**config.mk**
```make
export PLATFORM = sky130hd
export DESIGN_NAME = rmat_cfg
export DESIGN_NICKNAME = d
export VERILOG_FILES = /design/src/rtl/rmat_pkg.sv /design/src/rtl/rmat_cfg.sv
export SDC_FILE = /design/constraint.sdc
export NUM_CORES = 1
export LEC_CHECK = 0
export BUFFER_PORTS_ARGS = -buffer_cell sky130_fd_sc_hd__buf_2
export CORE_MARGIN = 10
export CORE_UTILIZATION = 55
export CTS_CLUSTER_DIAMETER = 80
export DETAILED_ROUTE_END_ITERATION = 16
export PLACE_DENSITY_LB_ADDON = 0.1
export SYNTH_ARGS = -nofsm -noshare
export SYNTH_HDL_FRONTEND = slang
export SYNTH_SLANG_ARGS = --single-unit
```
**constraint.sdc**
```tcl
create_clock -name clk -period 8.5 [get_ports clk]
set_input_delay 0.85 -clock clk [delete_from_list [all_inputs] [get_ports clk]]
set_output_delay 0.85 -clock clk [all_outputs]
set_load 0.02 [all_outputs]
```
**src/rtl/rmat_pkg.sv**
```systemverilog
// Shared types, widths and register indexes of the R-MAT edge generator.
`default_nettype none

package rmat_pkg;

  localparam int STATE_W      = 64;
  localparam int WEIGHT_W     = 64;
  localparam int IDX_W        = 60;
  localparam int LVL_CFG_W    = 6;
  // Holds a saturated level count for any level depth up to 64.
  localparam int LVL_W        = 7;
  localparam int CFG_IDX_W    = 2;
  localparam int MAX_LEVELS_D = 60;

  typedef enum logic [CFG_IDX_W-1:0] {
    CFG_WEIGHT_A    = 2'd0,
    CFG_WEIGHT_B    = 2'd1,
    CFG_WEIGHT_C    = 2'd2,
    CFG_LEVEL_COUNT = 2'd3
  } cfg_idx_t;

  // Quadrant thresholds, sums formed modulo 2^64.
  typedef struct packed {
    logic [WEIGHT_W-1:0] a;
    logic [WEIGHT_W-1:0] ab;
    logic [WEIGHT_W-1:0] abc;
  } thr_t;

  // One word as it moves down the level pipeline.
  typedef struct packed {
    logic               valid;
    logic [STATE_W-1:0] state;
    logic [IDX_W-1:0]   row;
    logic [IDX_W-1:0]   col;
    logic [LVL_W-1:0]   levels;
  } stage_t;

endpackage

`default_nettype wire

```
**src/rtl/rmat_cfg.sv**
```systemverilog
// Configuration registers with precomputed quadrant thresholds.
`default_nettype none

module rmat_cfg #(
  parameter int MAX_LEVELS = rmat_pkg::MAX_LEVELS_D
) (
  input  wire logic                           clk,
  input  wire logic                           rst_n,
  input  wire logic                           cfg_we,
  input  wire logic [rmat_pkg::CFG_IDX_W-1:0] cfg_index,
  input  wire logic [rmat_pkg::WEIGHT_W-1:0]  cfg_wdata,
  output rmat_pkg::thr_t                      thr,
  output logic [rmat_pkg::LVL_W-1:0]          levels
);
  import rmat_pkg::*;

  logic [WEIGHT_W-1:0]  a_r, b_r, c_r, ab_r, abc_r;
  logic [WEIGHT_W-1:0]  a_nxt, b_nxt, c_nxt, ab_nxt, abc_nxt;
  logic [LVL_CFG_W-1:0] lvl_r, lvl_nxt;

  always_comb begin
    a_nxt   = a_r;
    b_nxt   = b_r;
    c_nxt   = c_r;
    lvl_nxt = lvl_r;
    if (cfg_we) begin
      case (cfg_idx_t'(cfg_index))
        CFG_WEIGHT_A:    a_nxt   = cfg_wdata;
        CFG_WEIGHT_B:    b_nxt   = cfg_wdata;
        CFG_WEIGHT_C:    c_nxt   = cfg_wdata;
        CFG_LEVEL_COUNT: lvl_nxt = cfg_wdata[LVL_CFG_W-1:0];
        default: ;
      endcase
    end
    // The sums are settled at write time so the level stages see plain registers.
    ab_nxt  = a_nxt + b_nxt;
    abc_nxt = ab_nxt + c_nxt;
  end

  always_ff @(posedge clk) begin
    if (!rst_n) begin
      a_r   <= '0;
      b_r   <= '0;
      c_r   <= '0;
      ab_r  <= '0;
      abc_r <= '0;
      lvl_r <= LVL_CFG_W'(1);
    end else begin
      a_r   <= a_nxt;
      b_r   <= b_nxt;
      c_r   <= c_nxt;
      ab_r  <= ab_nxt;
      abc_r <= abc_nxt;
      lvl_r <= lvl_nxt;
    end
  end

  assign thr.a   = a_r;
  assign thr.ab  = ab_r;
  assign thr.abc = abc_r;

  assign levels = (LVL_W'(lvl_r) > LVL_W'(MAX_LEVELS)) ? LVL_W'(MAX_LEVELS)
                                                       : LVL_W'(lvl_r);

endmodule

`default_nettype wire

```
* Word level (Yosys, flattened, before mapping)
Cells that the tools add are included.
Word-level totals: bits of input ports 69, output and inout port bits 199, register bits 326
Operators by class: $lt $le $gt $ge 1, muxes and demuxes 7, equality and inequality tests 3, $add $sub $neg 2, reduce and logical (&&, ||, !) cells 2
Operators with widths (count):
- $mux 64 | 6
- $add 64x64->64 | 2
- $gt 6x6->1 const B | 1
- $mux 6 | 1
- $eq 2x2->1 const B | 2
- $eq 2x1->1 const B | 1
- $logic_not 2->1 | 1
- $reduce_and 2->1 | 1

* Depth between registers and ports, before layout
depth after elaboration 5, depth in mapped cells 31, depth with buffers taken out 27

* Least setup slack after synthesis
OpenSTA, ideal clock, no wires.
path type input-to-reg, start point input port cfg_index[0] (netlist name), end point register abc_r[59], buffers on the path 3, arrival time 6117 ps, path slack 2251 ps, required time 8368 ps, cell stages on the path 25, cells stage by stage buf_4 > nand3b_1 > buf_2 > buf_1 > mux2_2 > ha_1 > a21oi_1 > nand2_1 > maj3_1 > o21a_1 > o21ai_2 > nand2_1 > a21o_1 > a21oi_1 > xnor2_1 > ha_1 > nand3_1 > nor3_1 > o211ai_1 > a31o_2 > o41ai_1 > a221oi_2 > nor4_1 > o31a_1 > nor3_1
On the way: longest elaborated chain between the ends 5, elaborated cells on any way between the ends 11, classes of those cells 2 x add/sub; 2 x eq/ne; 6 x mux; 1 x reduce/logical
Ends and longest elaborated chain:
- from (decl) | line rmat_cfg.sv:10 | input wire logic [rmat_pkg::CFG_IDX_W-1:0] cfg_index,
- $eq 2x1->1 | line rmat_cfg.sv:27 | case (cfg_idx_t'(cfg_index))
- $mux 64 | line rmat_cfg.sv:27
- $mux 64 | line rmat_cfg.sv:26 | if (cfg_we) begin
- named net b_nxt[13] | line rmat_cfg.sv:18 | logic [WEIGHT_W-1:0] a_nxt, b_nxt, c_nxt, ab_nxt, abc_nxt;
- $add 64x64->64 | line rmat_cfg.sv:36 | ab_nxt = a_nxt + b_nxt;
- named net ab_nxt[21] | line rmat_cfg.sv:18
- $add 64x64->64 | line rmat_cfg.sv:37 | abc_nxt = ab_nxt + c_nxt;
- to (signal assigned) | line rmat_cfg.sv:53 | abc_r <= abc_nxt;
- to (decl) | line rmat_cfg.sv:17 | logic [WEIGHT_W-1:0] a_r, b_r, c_r, ab_r, abc_r;
The timed path passes the listed nets, and every way through them passes these cells. A chain may end at the register's enable or synchronous reset.

* Worst setup path after layout
start point input port cfg_index[0] (netlist name), end point register abc_r[63]
The elaborated chain is that of the path after synthesis.

==> impl_metrics.env <==
export IMPL_worst_slew_margin_rel_pct=20.8
export IMPL_cts_tree="yes"
export IMPL_dp_hpwl_um=45200
export IMPL_ctsHtreeMaxLevel=2
export IMPL_total_leakage_power_nw=10.7
export IMPL_synth_largest_type_area_fraction_pct=34.5
export IMPL_syn_warnings=0
export IMPL_timing_hold_violations_final=0
export IMPL_drt_total_wl_um=58500
export IMPL_hold_worst_slack_ps=477
export IMPL_cts_repair_resized=0
export IMPL_rsz0062_at_grt="false"
export IMPL_synthDistinctLibCells=78
export IMPL_layout_drive_gt1_share_pct=20.4
export IMPL_hold_path_class="register to register"
export IMPL_detailroute_via_count=16754
export IMPL_post_cts_hold_buffer_count=0
export IMPL_finalNonFillerCells=2904
export IMPL_globalRouteTotalUtil_pct=26.8
export IMPL_grt_max_degree=110
export IMPL_cp_max_fo=30
export IMPL_cts_sinks=326
export IMPL_post_drt_via_cell_ratio=5.77
export IMPL_core_region_area_um2=33700
export IMPL_reg2regPathDepth=23
export IMPL_finalNetCount=2624
export IMPL_classification_of_the_worst_setup_path="primary input to register"
export IMPL_synth_area_um2=18900
export IMPL_cell_types_with_the_largest_area_share_after_synthesis="dfxtp_1, and2_1, ha_1, mux2_2, nand2_1"
export IMPL_post_synth_most_frequent_cells="dfxtp_1, nand2_1, and2_1, a21oi_1, nor2_1"
export IMPL_synthDominantAreaCellType="dfxtp_1"
export IMPL_postLayoutCoreUtil_pct=64.2
export IMPL_edff_count_synth=0
export IMPL_yosysMostFrequentCell="dfxtp_1"
export IMPL_n_fill_cell=2973
export IMPL_clk_insertion_delay_late_ps=560
export IMPL_cp_cell_sequence="buf_2, nand3b_1, buf_4, mux2_2, ha_1, nand4_1, nor3_1, nand2_1, nor2_1, o211ai_1, nand2_1, a31oi_1, o21ai_0, xor2_1, ha_1, a21oi_1, o21ai_0, a21oi_1, nand2_1, o31ai_1, o21a_1, o21ai_0, a211o_1, a21oi_1"
export IMPL_post_route_min_period_ps=7130
export IMPL_initial_util_pct=56.1
export IMPL_die_x_um=205
export IMPL_power_per_cell_area_nw_per_um2=189
export IMPL_syn_avg_cell_area_um2=8.44
export IMPL_ys_ff_latch=326
export IMPL_design_power_total_mw=4.09
export IMPL_num_antenna_cells=0
export IMPL_fp_dieH_um=205
export IMPL_syn_nets=2437
export IMPL_startpoint_type="primary input"
export IMPL_placed_cell_area_um2=20400
export IMPL_io_buffer_count=266
export IMPL_final_setup_tns_ps=0
export IMPL_syn_to_final_growth_pct=14.4
export IMPL_startpoint="cfg_index[0]"
export IMPL_reg2reg_slack_ps=2460
export IMPL_postCtsSetupRepairBufs=0
export IMPL_post_place_cells=2838
export IMPL_finalInstanceArea_um2=21600
export IMPL_postLayoutSetupSlackWorst_ps=1370
export IMPL_outcome="finished, final reports clean"
export IMPL_fmaxAchievable_ghz=0.140
export IMPL_tritoncts_num_buffers=37
export IMPL_grt_pass1_vias=16368
export IMPL_cts_reportedPaths_clkPinSlew_ps=60
export IMPL_rows=67
export IMPL_ctsRootBufferMaster="clkbuf_16"
export IMPL_final_max_slew_violation_count=0
export IMPL_drt_initial_drc_count=1277
export IMPL_worst_slew_pin_transition_ps=1170
export IMPL_regToRegStartpoint="a_r[0]"
export IMPL_synthCells=2242
export IMPL_drt_pre_antenna_iters=7
export IMPL_grt_overflow=0
export IMPL_critical_path_arrival_ps=7600
export IMPL_final_min_period_over_clock_period_pct=83.9
export IMPL_gp_routability_congestion=0.988
export IMPL_ys_async_sr_fraction_pct=0
export IMPL_clockBufferDepth=3
export IMPL_boundaryPins=268
export IMPL_grt_first_pass_wirelength_um=90300
export IMPL_dp_worst_setup_slack_ps=1040
export IMPL_ir_worst_vdd_mv=0.163
export IMPL_required_ps=8970
export IMPL_critPathCapture="abc_r[63]"
export IMPL_synth_yosys_seq_area_share_pct=34.5
export IMPL_worst_clock_skew_ps=21.2
export IMPL_post_route_antenna_net_violation_count=0
export IMPL_synthFlopType="dfxtp_1"
export IMPL_routedWlPerCell_um=20.1
export IMPL_max_cap_violations=0
export IMPL_slowest_delay_ps=740
export IMPL_timing_critical_path_to_type="register"
export IMPL_cpMaxStageDelayCell="o31ai_1"
export IMPL_detail_route_drc_violations=0
export IMPL_grt_antenna_before_repair=1
export IMPL_die_area_um2=42200
export IMPL_setup_viol_count_final=0
export IMPL_regToRegEndpoint="abc_r[59]"
## cells in the final DEF (no fill, tap or decap), types with 6 or more instances in the layout
cell type and count:
dfxtp_1 326, nand2_1 300, buf_2 265, and2_1 253
a21oi_1 148, nor2_1 141, mux2_2 127, ha_1 124
a21o_1 86, o21ai_0 81, xnor2_1 64, xor2_1 51
nand4_1 42, clkbuf_16 39, nand3_1 37, nor3_1 35
inv_1 34, a31oi_1 21, mux2i_1 20, o21bai_1 20
o211ai_1 17, and3_1 16, o21a_1 15, nand2b_1 14
a211oi_1 12, buf_4 12, clkinv_2 10, nor2b_1 8
a31o_2 8, or3_1 6, a41oi_1 6, nor4_1 6
a21boi_0 6
## layer usage
layer / global-route usage [%] / wire length (um) / share of wire (%) / vias up
met1: 34.5 / 25600 / 44 / 7873
met5: 0 / 13 / 0.022 / -
met2: 43.1 / 26400 / 45 / 602
met4: 10.4 / 2120 / 3.6 / 2
li1: - / - / - / 8161
met3: 5.52 / 4440 / 7.6 / 116
## area by class of cell
class                           instances  area, um2  share of cell area, %
Clock buffer                           48       1060                   4.90
Timing Repair Buffer                  279       1450                   6.69
Clock inverter                         18        160                  0.740
Sequential cell                       326       6530                   30.2
Inverter                               35        131                  0.607
Tap cell                              448        561                   2.59
Multi-Input combinational cell       1750      11800                   54.3
## power breakdown
part	internal [mW]	switching [mW]	leakage, nW
Combinational	0.294	0.534	7.41
Clock	0.945	0.667	0.606
Sequential	1.62	0.0287	2.66
Total	2.86	1.23	10.7
## sequential cells by signal, summed over array words and instances (netlist names)
signal  flops
b_r        64
ab_r       64
c_r        64
lvl_r       6
abc_r      64
a_r        64
## critical path, delay by kind of cell
family	cells	cell delay (ps)
compound gates	11	2640
simple gates	7	1840
fa+ha+maj	2	860
buf+inv	2	690
mux	1	400
xor+xnor	1	280
## worst min path at each step
| stage | from | endpoint | cells after the start |
|---|---|---|---|
| after floorplan | lvl_r[0] | lvl_r[0] | 2 |
| after global placement | lvl_r[0] | lvl_r[0] | 2 |
| after detailed placement | lvl_r[0] | lvl_r[0] | 2 |
| after CTS | lvl_r[0] | lvl_r[0] | 2 |
| after global routing | b_r[63] | b_r[63] | 2 |
| final | lvl_r[0] | lvl_r[0] | 2 |
## cell families (layout without fill, tap and decap cells)
logic type                 after synthesis  in the layout  share of synthesized area (%)
adders and majority gates              129            129                           8.57
AOI/OAI and AO/OA                      471            471                           16.2
DFF                                    326            326                           34.5
muxes                                  147            147                           8.62
xor gates and xnor gates               115            115                           5.33
buffers and inverters                  166            380                           3.37
and+or+nand+nor                        887            887                           23.4
other                                    1              1                         0.0198
No activity file was read; power rests on OpenSTA's default activity.
