`src/rtl/rmat_pkg.sv`:
```
// Shared types, widths and register indexes of the R-MAT edge generator.
`default_nettype none

package rmat_pkg;

  localparam int STATE_W      = 64;
  localparam int WEIGHT_W     = 64;
  localparam int IDX_W        = 60;
  localparam int LVL_CFG_W    = 6;
  // Holds a saturated level count for any level depth up to 64.
  localparam int LVL_W        = 7;
  localparam int CFG_IDX_W    = 2;
  localparam int MAX_LEVELS_D = 60;

  typedef enum logic [CFG_IDX_W-1:0] {
    CFG_WEIGHT_A    = 2'd0,
    CFG_WEIGHT_B    = 2'd1,
    CFG_WEIGHT_C    = 2'd2,
    CFG_LEVEL_COUNT = 2'd3
  } cfg_idx_t;

  // Quadrant thresholds, sums formed modulo 2^64.
  typedef struct packed {
    logic [WEIGHT_W-1:0] a;
    logic [WEIGHT_W-1:0] ab;
    logic [WEIGHT_W-1:0] abc;
  } thr_t;

  // One word as it moves down the level pipeline.
  typedef struct packed {
    logic               valid;
    logic [STATE_W-1:0] state;
    logic [IDX_W-1:0]   row;
    logic [IDX_W-1:0]   col;
    logic [LVL_W-1:0]   levels;
  } stage_t;

endpackage

`default_nettype wire

```
`src/rtl/rmat_level.sv`:
```
// One level of the edge pipeline: quadrant pick, index bit append, xorshift step.
`default_nettype none

module rmat_level #(
  parameter int LEVEL = 0
) (
  input  wire logic             clk,
  input  wire logic             rst_n,
  input  wire rmat_pkg::thr_t   thr,
  input  wire rmat_pkg::stage_t stg_i,
  output rmat_pkg::stage_t      stg_o
);
  import rmat_pkg::*;

  localparam int SH_A = 13;
  localparam int SH_B = 7;
  localparam int SH_C = 17;

  logic               valid_r;
  logic [STATE_W-1:0] state_r, state_nxt;
  logic [IDX_W-1:0]   row_r, row_nxt;
  logic [IDX_W-1:0]   col_r, col_nxt;
  logic [LVL_W-1:0]   levels_r;
  logic [STATE_W-1:0] s, t1, t2;
  logic               active, rbit, cbit;

  always_comb begin
    s      = stg_i.state;
    active = LVL_W'(LEVEL) < stg_i.levels;
    rbit   = s > thr.ab;
    cbit   = ((s > thr.a) && (s <= thr.ab)) || (s > thr.abc);
    row_nxt = active ? {stg_i.row[IDX_W-2:0], rbit} : stg_i.row;
    col_nxt = active ? {stg_i.col[IDX_W-2:0], cbit} : stg_i.col;
    t1 = s ^ (s << SH_A);
    t2 = t1 ^ (t1 >> SH_B);
    state_nxt = t2 ^ (t2 << SH_C);
  end

  always_ff @(posedge clk) begin
    if (!rst_n) begin
      valid_r <= 1'b0;
    end else begin
      valid_r <= stg_i.valid;
    end
  end

  always_ff @(posedge clk) begin
    state_r  <= state_nxt;
    row_r    <= row_nxt;
    col_r    <= col_nxt;
    levels_r <= stg_i.levels;
  end

  assign stg_o.valid  = valid_r;
  assign stg_o.state  = state_r;
  assign stg_o.row    = row_r;
  assign stg_o.col    = col_r;
  assign stg_o.levels = levels_r;

endmodule

`default_nettype wire

```
`config.mk`:
```
export PLATFORM = sky130hd
export DESIGN_NAME = rmat_level
export DESIGN_NICKNAME = d
export VERILOG_FILES = /design/src/rtl/rmat_pkg.sv /design/src/rtl/rmat_level.sv
export SDC_FILE = /design/constraint.sdc
export NUM_CORES = 1
export LEC_CHECK = 0
export BUFFER_PORTS_ARGS = -buffer_cell sky130_fd_sc_hd__buf_2
export CAP_MARGIN = 15
export CORE_AREA = 5 5 223 225
export CTS_CLUSTER_SIZE = 30
export DETAILED_ROUTE_END_ITERATION = 8
export DIE_AREA = 0 0 228 230
export PLACE_DENSITY = 0.59
export SYNTH_ARGS = -nofsm -noshare
export SYNTH_HDL_FRONTEND = slang
export SYNTH_SLANG_ARGS = --single-unit
```
`constraint.sdc`:
```
create_clock -name clk -period 2.13 [get_ports clk]
set_clock_uncertainty 0.15 [all_clocks]
set_input_delay 0.213 -clock clk [delete_from_list [all_inputs] [get_ports clk]]
set_output_delay 0.213 -clock clk [all_outputs]
set_load 0.03 [all_outputs]
```
## Word level (Yosys, flattened, before mapping)

Index checks and enable logic that the tools add are counted.

- Mux-type cells: 2
- Bitwise logic cells: 3
- Reduce and logical (&&, ||, !) cells: 2
- Order comparisons: 5

Operators by type and width:

| kind | number |
|---|---|
| $gt 64x64->1 | 3 |
| $xor 64x64->64 | 2 |
| $mux 60 | 2 |
| $le 64x64->1 | 1 |
| $xor 64x57->64 | 1 |
| $lt 1x7->1 const A | 1 |
| $logic_and 1x1->1 | 1 |
| $logic_or 1x1->1 | 1 |

- Word-level logic and storage cells: 17
- Register bits after elaboration: 192
- Input port bits: 386
- Output and inout bits: 192

## Longest topological paths before layout

Gate-level depths: netlist of the first run.

- Word-level depth: 4
- Mapped depth: 10
- Depth with buffers taken out: 10

## Worst setup path before layout of the first run

No wires, ideal clock.

- Kind: input port to flip-flop
- From: input thr[166] (netlist bit)
- To: register col_r[0]
- Setup time: 74 ps
- Stages on the path: 10
- Arrival: 2030 ps
- Buffers on the path: 0
- Slack: -124 ps
- Required time: 1906 ps
- Cell sequence: inv_1 > ha_1 > nand4_1 > nor3_2 > nand3_1 > or4_4 > a21oi_2 > o41ai_1 > a211o_1 > a31oi_1

- Cells in the longest elaborated chain, start to end: 4

RTL lines:

| element | line | RTL |
|---|---|---|
| start: declaration | rmat_level.sv:9 | `input wire rmat_pkg::thr_t thr,` |
| $gt 64x64->1 | rmat_level.sv:31 | `cbit = ((s > thr.a) && (s <= thr.ab)) \|\| (s > thr.abc);` |
| $logic_and 1x1->1 | rmat_level.sv:31 |  |
| $logic_or 1x1->1 | rmat_level.sv:31 |  |
| $mux 60 | rmat_level.sv:33 | `col_nxt = active ? {stg_i.col[IDX_W-2:0], cbit} : stg_i.col;` |
| via col_nxt[0] | rmat_level.sv:22 | `logic [IDX_W-1:0] col_r, col_nxt;` |
| end signal: assignment | rmat_level.sv:50 | `col_r <= col_nxt;` |
| end: declaration | rmat_level.sv:22 |  |

The timed path passes the listed nets, and every way through them passes these cells.
A chain may end at the register's enable or synchronous reset.

## Worst setup path in the final report of the first run

- From: input stg_i[136] (netlist bit)
- To: register col_r[0]

- Cells in the longest elaborated chain, start to end: 4
- Elaborated cells between the ends (all ways): 6
- Those cells by class: order compare: 3; mux: 1; reduce/logical: 2

RTL lines:

| element | line | RTL |
|---|---|---|
| start: declaration | rmat_level.sv:10 | `input wire rmat_pkg::stage_t stg_i,` |
| $gt 64x64->1 or $le 64x64->1 (tied branches) | rmat_level.sv:31 |  |
| $logic_and 1x1->1 | rmat_level.sv:31 |  |
| $logic_or 1x1->1 (*) | rmat_level.sv:31 |  |
| $mux 60 (*) | rmat_level.sv:33 |  |
| via col_nxt[0] | rmat_level.sv:22 |  |

The timed path passes the listed nets; every way through them passes the cells marked *.

==> metrics, run 1 <==
Setup CP Type=in -> reg; Sw Pwr=0.00488 W; Die Y=230 µm; final slew viol count=0; Post-Syn Instances=1186; vias=11900; crit share post-route=97.2%; antenna violations before repair=7; Detail Placement HPWL=49.4 mm; initial core utilization=24.4%; Layout Nets=2658; CTS Buf Count=17; Worst Hold Class=in -> reg; Least-Margin Pin Slew=726 ps; metal3 WL=3.11 mm; Critical Path Start Type=input pin; WP buf/inv=2; largest area contributor in the synthesized netlist=dfxtp_1; Syn Nets=1764; Post-synth top cells=dfxtp_1 (192), ha_1 (192), inv_1 (192), xnor2_1 (127), mux2_2 (119); # fillers=4732; Root Driver=clkbuf_16; GRT overflow=0; synth warn=0; TNS Setup=0 ps; vias per cell=4.40; Die Area=52400 µm²; sw frac=38.5%; WL met1=22.5 mm; Synth Register Bits=192; Seq/Total Area, Yosys=33.3%; DRC=0; Slew headroom=51.2%; I/O Pins=578; PD cells=674 nW/µm²; row cnt=80; CP required=2360 ps; maximum vdd drop=0.403 mV; number of buffers added on ports=577; Top delay family on crit path=compound AO/OA/AOI/OAI gates; synth top area cells=dfxtp_1 (33%), ha_1 (21%), mux2_2 (12%), xnor2_1 (9.6%), inv_1 (6.2%); non-filler cells, final=2714; fin crit period=2070 ps; slowest CP cell=a2111oi_2; number of synthesized flops with an enable pin=0; DR WL met2=29.5 mm; register share of total power=34.0%; H-tree Lvls=4; clock buffer depth=2; Worst-path clk slew=90 ps; largest net degree at the start of global routing=122; Overall Global Routing Usage=21.1%; die width=228 µm; DR WL/cell=21.1 µm; Cells after DPL=2535; Worst EP arrival=2300 ps; total length of routed wires=57.4 mm; share of the synthesized area in the top cell type=33.3%; antenna viol nets, final=0; Yosys cell types=43; Core Box Area=47300 µm²; # clock sinks=192; Layout Utilization=39.6%; CP Capture Type=register; crit-path max FO=4; Logic pwr share=38.4%; vias in the first global route=13200; 1st-iter DRT viols=427; CTS tree=built; clock power share=27.5%; first-pass GRT wire length=83.6 mm; final setup violation count=0; status=complete, no violations; crit-path cells=buf_2 -> ha_1 -> a21oi_1 -> o21a_1 -> o2bb2ai_1 -> a2111oi_2 -> buf_4 -> a2bb2oi_2 -> a21oi_2 -> a211o_1 -> a31oi_1; Max Cap Viol=0; CP peak stage delay=380 ps; endpoints failing hold=0; RSZ-0062 raised after global routing=true; syn_area_per_cell=9.75 µm²; Int Pwr=0.00778 W; post-route cell area=18800 µm²; Leakage=9.68 nW; cell area after placement=16500 µm²; Most used DFF post-synth=dfxtp_1; Area Overhead vs Synth=62.3%; DR top layer=met4; mapped cell area=11600 µm²; Initial DRT Pass Iterations=5; share of post-route cells with drive strength above 1=45.0%; Async S/R FF share, synth=0%; GPL Wtd Cong=0.964; Achievable Freq=0.483 GHz
==> cell usage in the layout (no fill, tap or decap), types with 43 or more instances in the layout <==
cell / instances
buf_2: 575
inv_1: 192
dfxtp_1: 192
ha_1: 185
buf_4: 176
dlygate4sd3_1: 135
xnor2_1: 127
mux2_2: 119
a21oi_1: 73
nand4_1: 44
nand2_1: 43
==> power by group through the flow <==
| stage | registers (W) | clock network [W] | logic, W |
|---|---|---|---|
| 2_1_floorplan | 0.00543 | 0 | 0.00137 |
| 3_3_place_gp | 0.00438 | 0 | 0.00460 |
| 3_5_place_dp | 0.00439 | 0 | 0.00464 |
| 4_1_cts | 0.00431 | 0.00359 | 0.00487 |
| 5_1_grt | 0.00436 | 0.00370 | 0.00524 |
| 6_report | 0.00431 | 0.00349 | 0.00486 |
==> sequential cells by signal (all words and copies together) (netlist names) <==
name and cells:
row_r 60, state_r 64, valid_r 1, levels_r 7, col_r 60
==> tightest hold or removal path, cell delays in order <==
cell and delay [ps]:
buf_2 130, buf_4 140, xnor2_1 90
==> cell families (layout without fill, tap and decap cells) <==
group | Yosys count | in the layout | synth area share, %
other | 0 | 6 | 0
buffers and inverters | 206 | 1113 | 6.72
adders and majority gates | 192 | 192 | 20.8
AOI/OAI and AO/OA | 151 | 151 | 7.77
and+or+nand+nor | 159 | 159 | 7.23
xor gates and xnor gates | 167 | 167 | 12.7
muxes | 119 | 119 | 11.6
DFF | 192 | 192 | 33.3
==> per-stage QoR <==
stage	hold slack (ps)	worst slack [ps]	power [W]
finish	41.4	60.1	0.0127
global route	36.6	-25.7	0.0133
CTS	14.7	2.61	0.0128
detailed placement	188	-671	0.00904
global placement	190	-610	0.00898
floorplan	90.7	21.8	0.00680
==> path summary, 6_finish.rpt <==
check | slack (ps) | to | startpoint | cells after the start
worst min-delay path | 40 | state_r[8] | stg_i[129] | 3
worst max-delay path | 60 | col_r[0] | stg_i[136] | 11
==> metal layers <==
metal,track usage (%),vias up
met5,0,-
met4,8.04,0
met3,5.00,89
met2,39.2,458
met1,23.2,5543
li1,-,5858
==> repair_timing <==
action                     in CTS  in global routing
setup buffers                   0                  6
gates resized for setup         4                 36
setup endpoints to repair       2                  1
hold buffers                  135                  0
pin swaps                       1                 17
hold endpoints to repair      132                  0
==> layout make-up <==
class                           instances  area (µm²)  area share, %
Antenna cell                            6        15.0         0.0800
Sequential cell                       192        3840           20.5
Clock buffer                           17         425           2.27
Tap cell                              615         769           4.10
Multi-Input combinational cell        788        7180           38.2
Timing Repair Buffer                  889        5590           29.8
Clock inverter                         15         225           1.20
Inverter                              192         721           3.84
(Power assumes the default switching activity.)
==> run 2, diff against run 1 <==
--- a/config.mk
+++ b/config.mk
@@ -6,12 +6,11 @@
 export NUM_CORES = 1
 export LEC_CHECK = 0
 export BUFFER_PORTS_ARGS = -buffer_cell sky130_fd_sc_hd__buf_2
-export CAP_MARGIN = 15
-export CORE_AREA = 5 5 223 225
+export CORE_AREA = 5 5 224 226
 export CTS_CLUSTER_SIZE = 30
 export DETAILED_ROUTE_END_ITERATION = 8
-export DIE_AREA = 0 0 228 230
-export PLACE_DENSITY = 0.59
+export DIE_AREA = 0 0 229 231
+export PLACE_DENSITY = 0.57
 export SYNTH_ARGS = -nofsm -noshare
 export SYNTH_HDL_FRONTEND = slang
 export SYNTH_SLANG_ARGS = --single-unit
==> constraint.sdc (replaced) <==
create_clock -name clk -period 2.05 [get_ports clk]
set_clock_uncertainty 0.15 [all_clocks]
set_input_delay 0.205 -clock clk [delete_from_list [all_inputs] [get_ports clk]]
set_output_delay 0.205 -clock clk [all_outputs]
set_load 0.03 [all_outputs]
==> metrics, run 2 (synthesis results as in run 1) <==
CP Capture Type=register; I/O Pins=578 (unchanged); row cnt=81 (+1.3%); Area Overhead vs Synth=60.8%; Max Cap Viol=0 (unchanged); WHS Endpoint=state_r[11]; final worst-path setup slack=-14.4 ps (-74.5 ps); hold path depth=3 (unchanged); Setup CP Type=in -> reg; final hold slack=46.9 ps (+5.54 ps); antenna violations before repair=10 (+3); DRC=0 (unchanged); GPL Wtd Cong=0.926 (-4.0%); clock buffer depth=2 (unchanged); Slew headroom=57.7% (+6.4 points); Detail Placement HPWL=50.5 mm (+2.3%); status=finished with violations; GRT overflow=0 (unchanged); met1 usage=23.0% (-0.21 points); fin crit period=2060 ps; commonest non-fill, non-tap cell in the layout=buf_2; Overall Global Routing Usage=21.0% (-0.045 points); H-tree Lvls=4 (unchanged); vias in the first global route=12900 (-1.8%); biggest regs=state_r (64), col_r (60), row_r (60); DR WL/cell=21.4 µm (+1.2%); post-route cell area=18600 µm² (-0.93%); hold wc startpoint=stg_i[145]; Biggest register=state_r; register share of total power=34.8% (+0.8 points); Achievable Freq=0.484 GHz; cell area after placement=16400 µm² (-0.11%); Leakage=9.58 nW (-0.99%); share of post-route cells with drive strength above 1=44.2% (-0.76 points); Worst EP arrival=2280 ps (-20 ps); total length of routed wires=57.9 mm (+1.0%); 1st-iter DRT viols=382 (-11%); Int Pwr=0.00792 W (+1.8%); Root Driver=clkbuf_16; commonest non-fill, non-tap cells in the layout=buf_2 (576), dfxtp_1 (192), inv_1 (190); crit-path max FO=5 (+1); antenna viol nets, final=0 (unchanged); # clock sinks=192 (unchanged); Worst-path clk slew=80 ps (about the same); final slew viol count=0 (unchanged); GRT met3 Usage=4.94% (-0.052 points); non-filler cells, final=2711 (-0.11%); Layout Nets=2644 (-0.53%); total power=0.0129 W (+2.0%); clock power share=26.6% (-0.9 points); Die Y=231 µm (+0.43%); Least-Margin Pin Slew=629 ps (-97.1 ps); Sw Pwr=0.00499 W (+2.3%); die width=229 µm (+0.44%); Core Box Area=48100 µm² (+1.7%); met2 Use GR=38.6% (-0.64 points); crit share post-route=101%; vias=11900 (-0.084%); initial core utilization=24.0% (-0.40 points); Die Area=52900 µm² (+0.88%); CTS tree=built; Logic pwr share=38.7% (+0.3 points); largest net degree at the start of global routing=46 (-62%); Worst Hold Class=in -> reg; PD cells=694 nW/µm² (+3.0%); failing checks=setup timing; Cells after DPL=2535 (unchanged); first-pass GRT wire length=83.2 mm (-0.48%); Initial DRT Pass Iterations=4 (-1); endpoints failing hold=0 (unchanged); CP required=2270 ps (-90 ps); final setup violation count=1 (+1); sw frac=38.6% (+0.10 points); Critical Path Start Type=input pin; global route hottest layer=met2; vias per cell=4.40 (about the same); RSZ-0062 raised after global routing=true; CTS Buf Count=17 (unchanged); number of buffers added on ports=577 (unchanged); maximum vdd drop=0.526 mV (+30%); max reg flops=64 (unchanged)
[run 2: cell types whose count changed in the layout (fill, tap and decap cells not counted), sizes merged]
cell | before | now
buf | 753 | 742
diode | 6 | 10
clkinv | 6 | 8
dlygate4sd3 | 135 | 133
inv | 200 | 198
bufinv | 1 | 0
[run 2: per-layer routing]
layer | wire length (µm) | vias up
li1 | - | 5847
met1 | 22400 | 5546
met2 | 29600 | 450
met3 | 3370 | 93
met4 | 2590 | 2
met5 | 7 | -
[run 2: worst max-delay path, cell delays in order]
cell and delay (ps):
buf_2 140, buf_4 170, ha_1 300, nand4_1 140
a2111oi_1 380, nor4b_1 100, buf_4 150, nor4_1 240
o21ai_1 110, a21o_1 180, a31oi_1 170
[run 2: how the worst max path moves through the flow]
stage | startpoint | end | slack [ps] | cells after the start
2_1_floorplan | thr[166] | col_r[0] | 0.4 | 10
3_3_place_gp | stg_i[128] | col_r[0] | -1060 | 11
3_5_place_dp | stg_i[128] | col_r[0] | -1220 | 11
4_1_cts | thr[125] | col_r[0] | -30 | 12
5_1_grt | stg_i[128] | col_r[0] | -140 | 11
6_report | stg_i[138] | col_r[0] | -10 | 11
[run 2: final cells by class]
| cell class | count | area (µm²) |
|---|---|---|
| multi-input cells | 788 | 7110 |
| well taps | 622 | 778 |
| fillers | 4840 | 29500 |
| diodes | 10 | 25.0 |
| clock inverters | 14 | 183 |
| clock buffers | 18 | 439 |
| inverters | 192 | 721 |
| repair buffers | 875 | 5500 |
| flip-flops and latches | 192 | 3840 |
[run 2: repair_timing]
item	CTS	global route
setup endpoints to repair	2	2
setup buffers	1	0
hold buffers	133	0
pin swaps	8	3
resized for setup	15	10
cloned	0	0
hold endpoints to repair	131	0
[run 2: per-stage QoR]
step / worst slack (ps) / setup TNS (ps) / utilization, %
after floorplan: 0.364 / 0 / -
after global placement: -1060 / -2040 / 34.2
after detailed placement: -1220 / -2330 / 34.2
after CTS: -30.4 / -30.4 / 38.4
after global routing: -135 / -135 / 38.6
final: -14.4 / -14.4 / 38.6
[run 2: power groups by stage]
stage	registers, W	logic [W]	clock network [W]
floorplan	0.00564	0.00143	0
global placement	0.00457	0.00475	0
detailed placement	0.00459	0.00478	0
CTS	0.00450	0.00504	0.00355
global route	0.00454	0.00536	0.00368
finish	0.00449	0.00499	0.00343
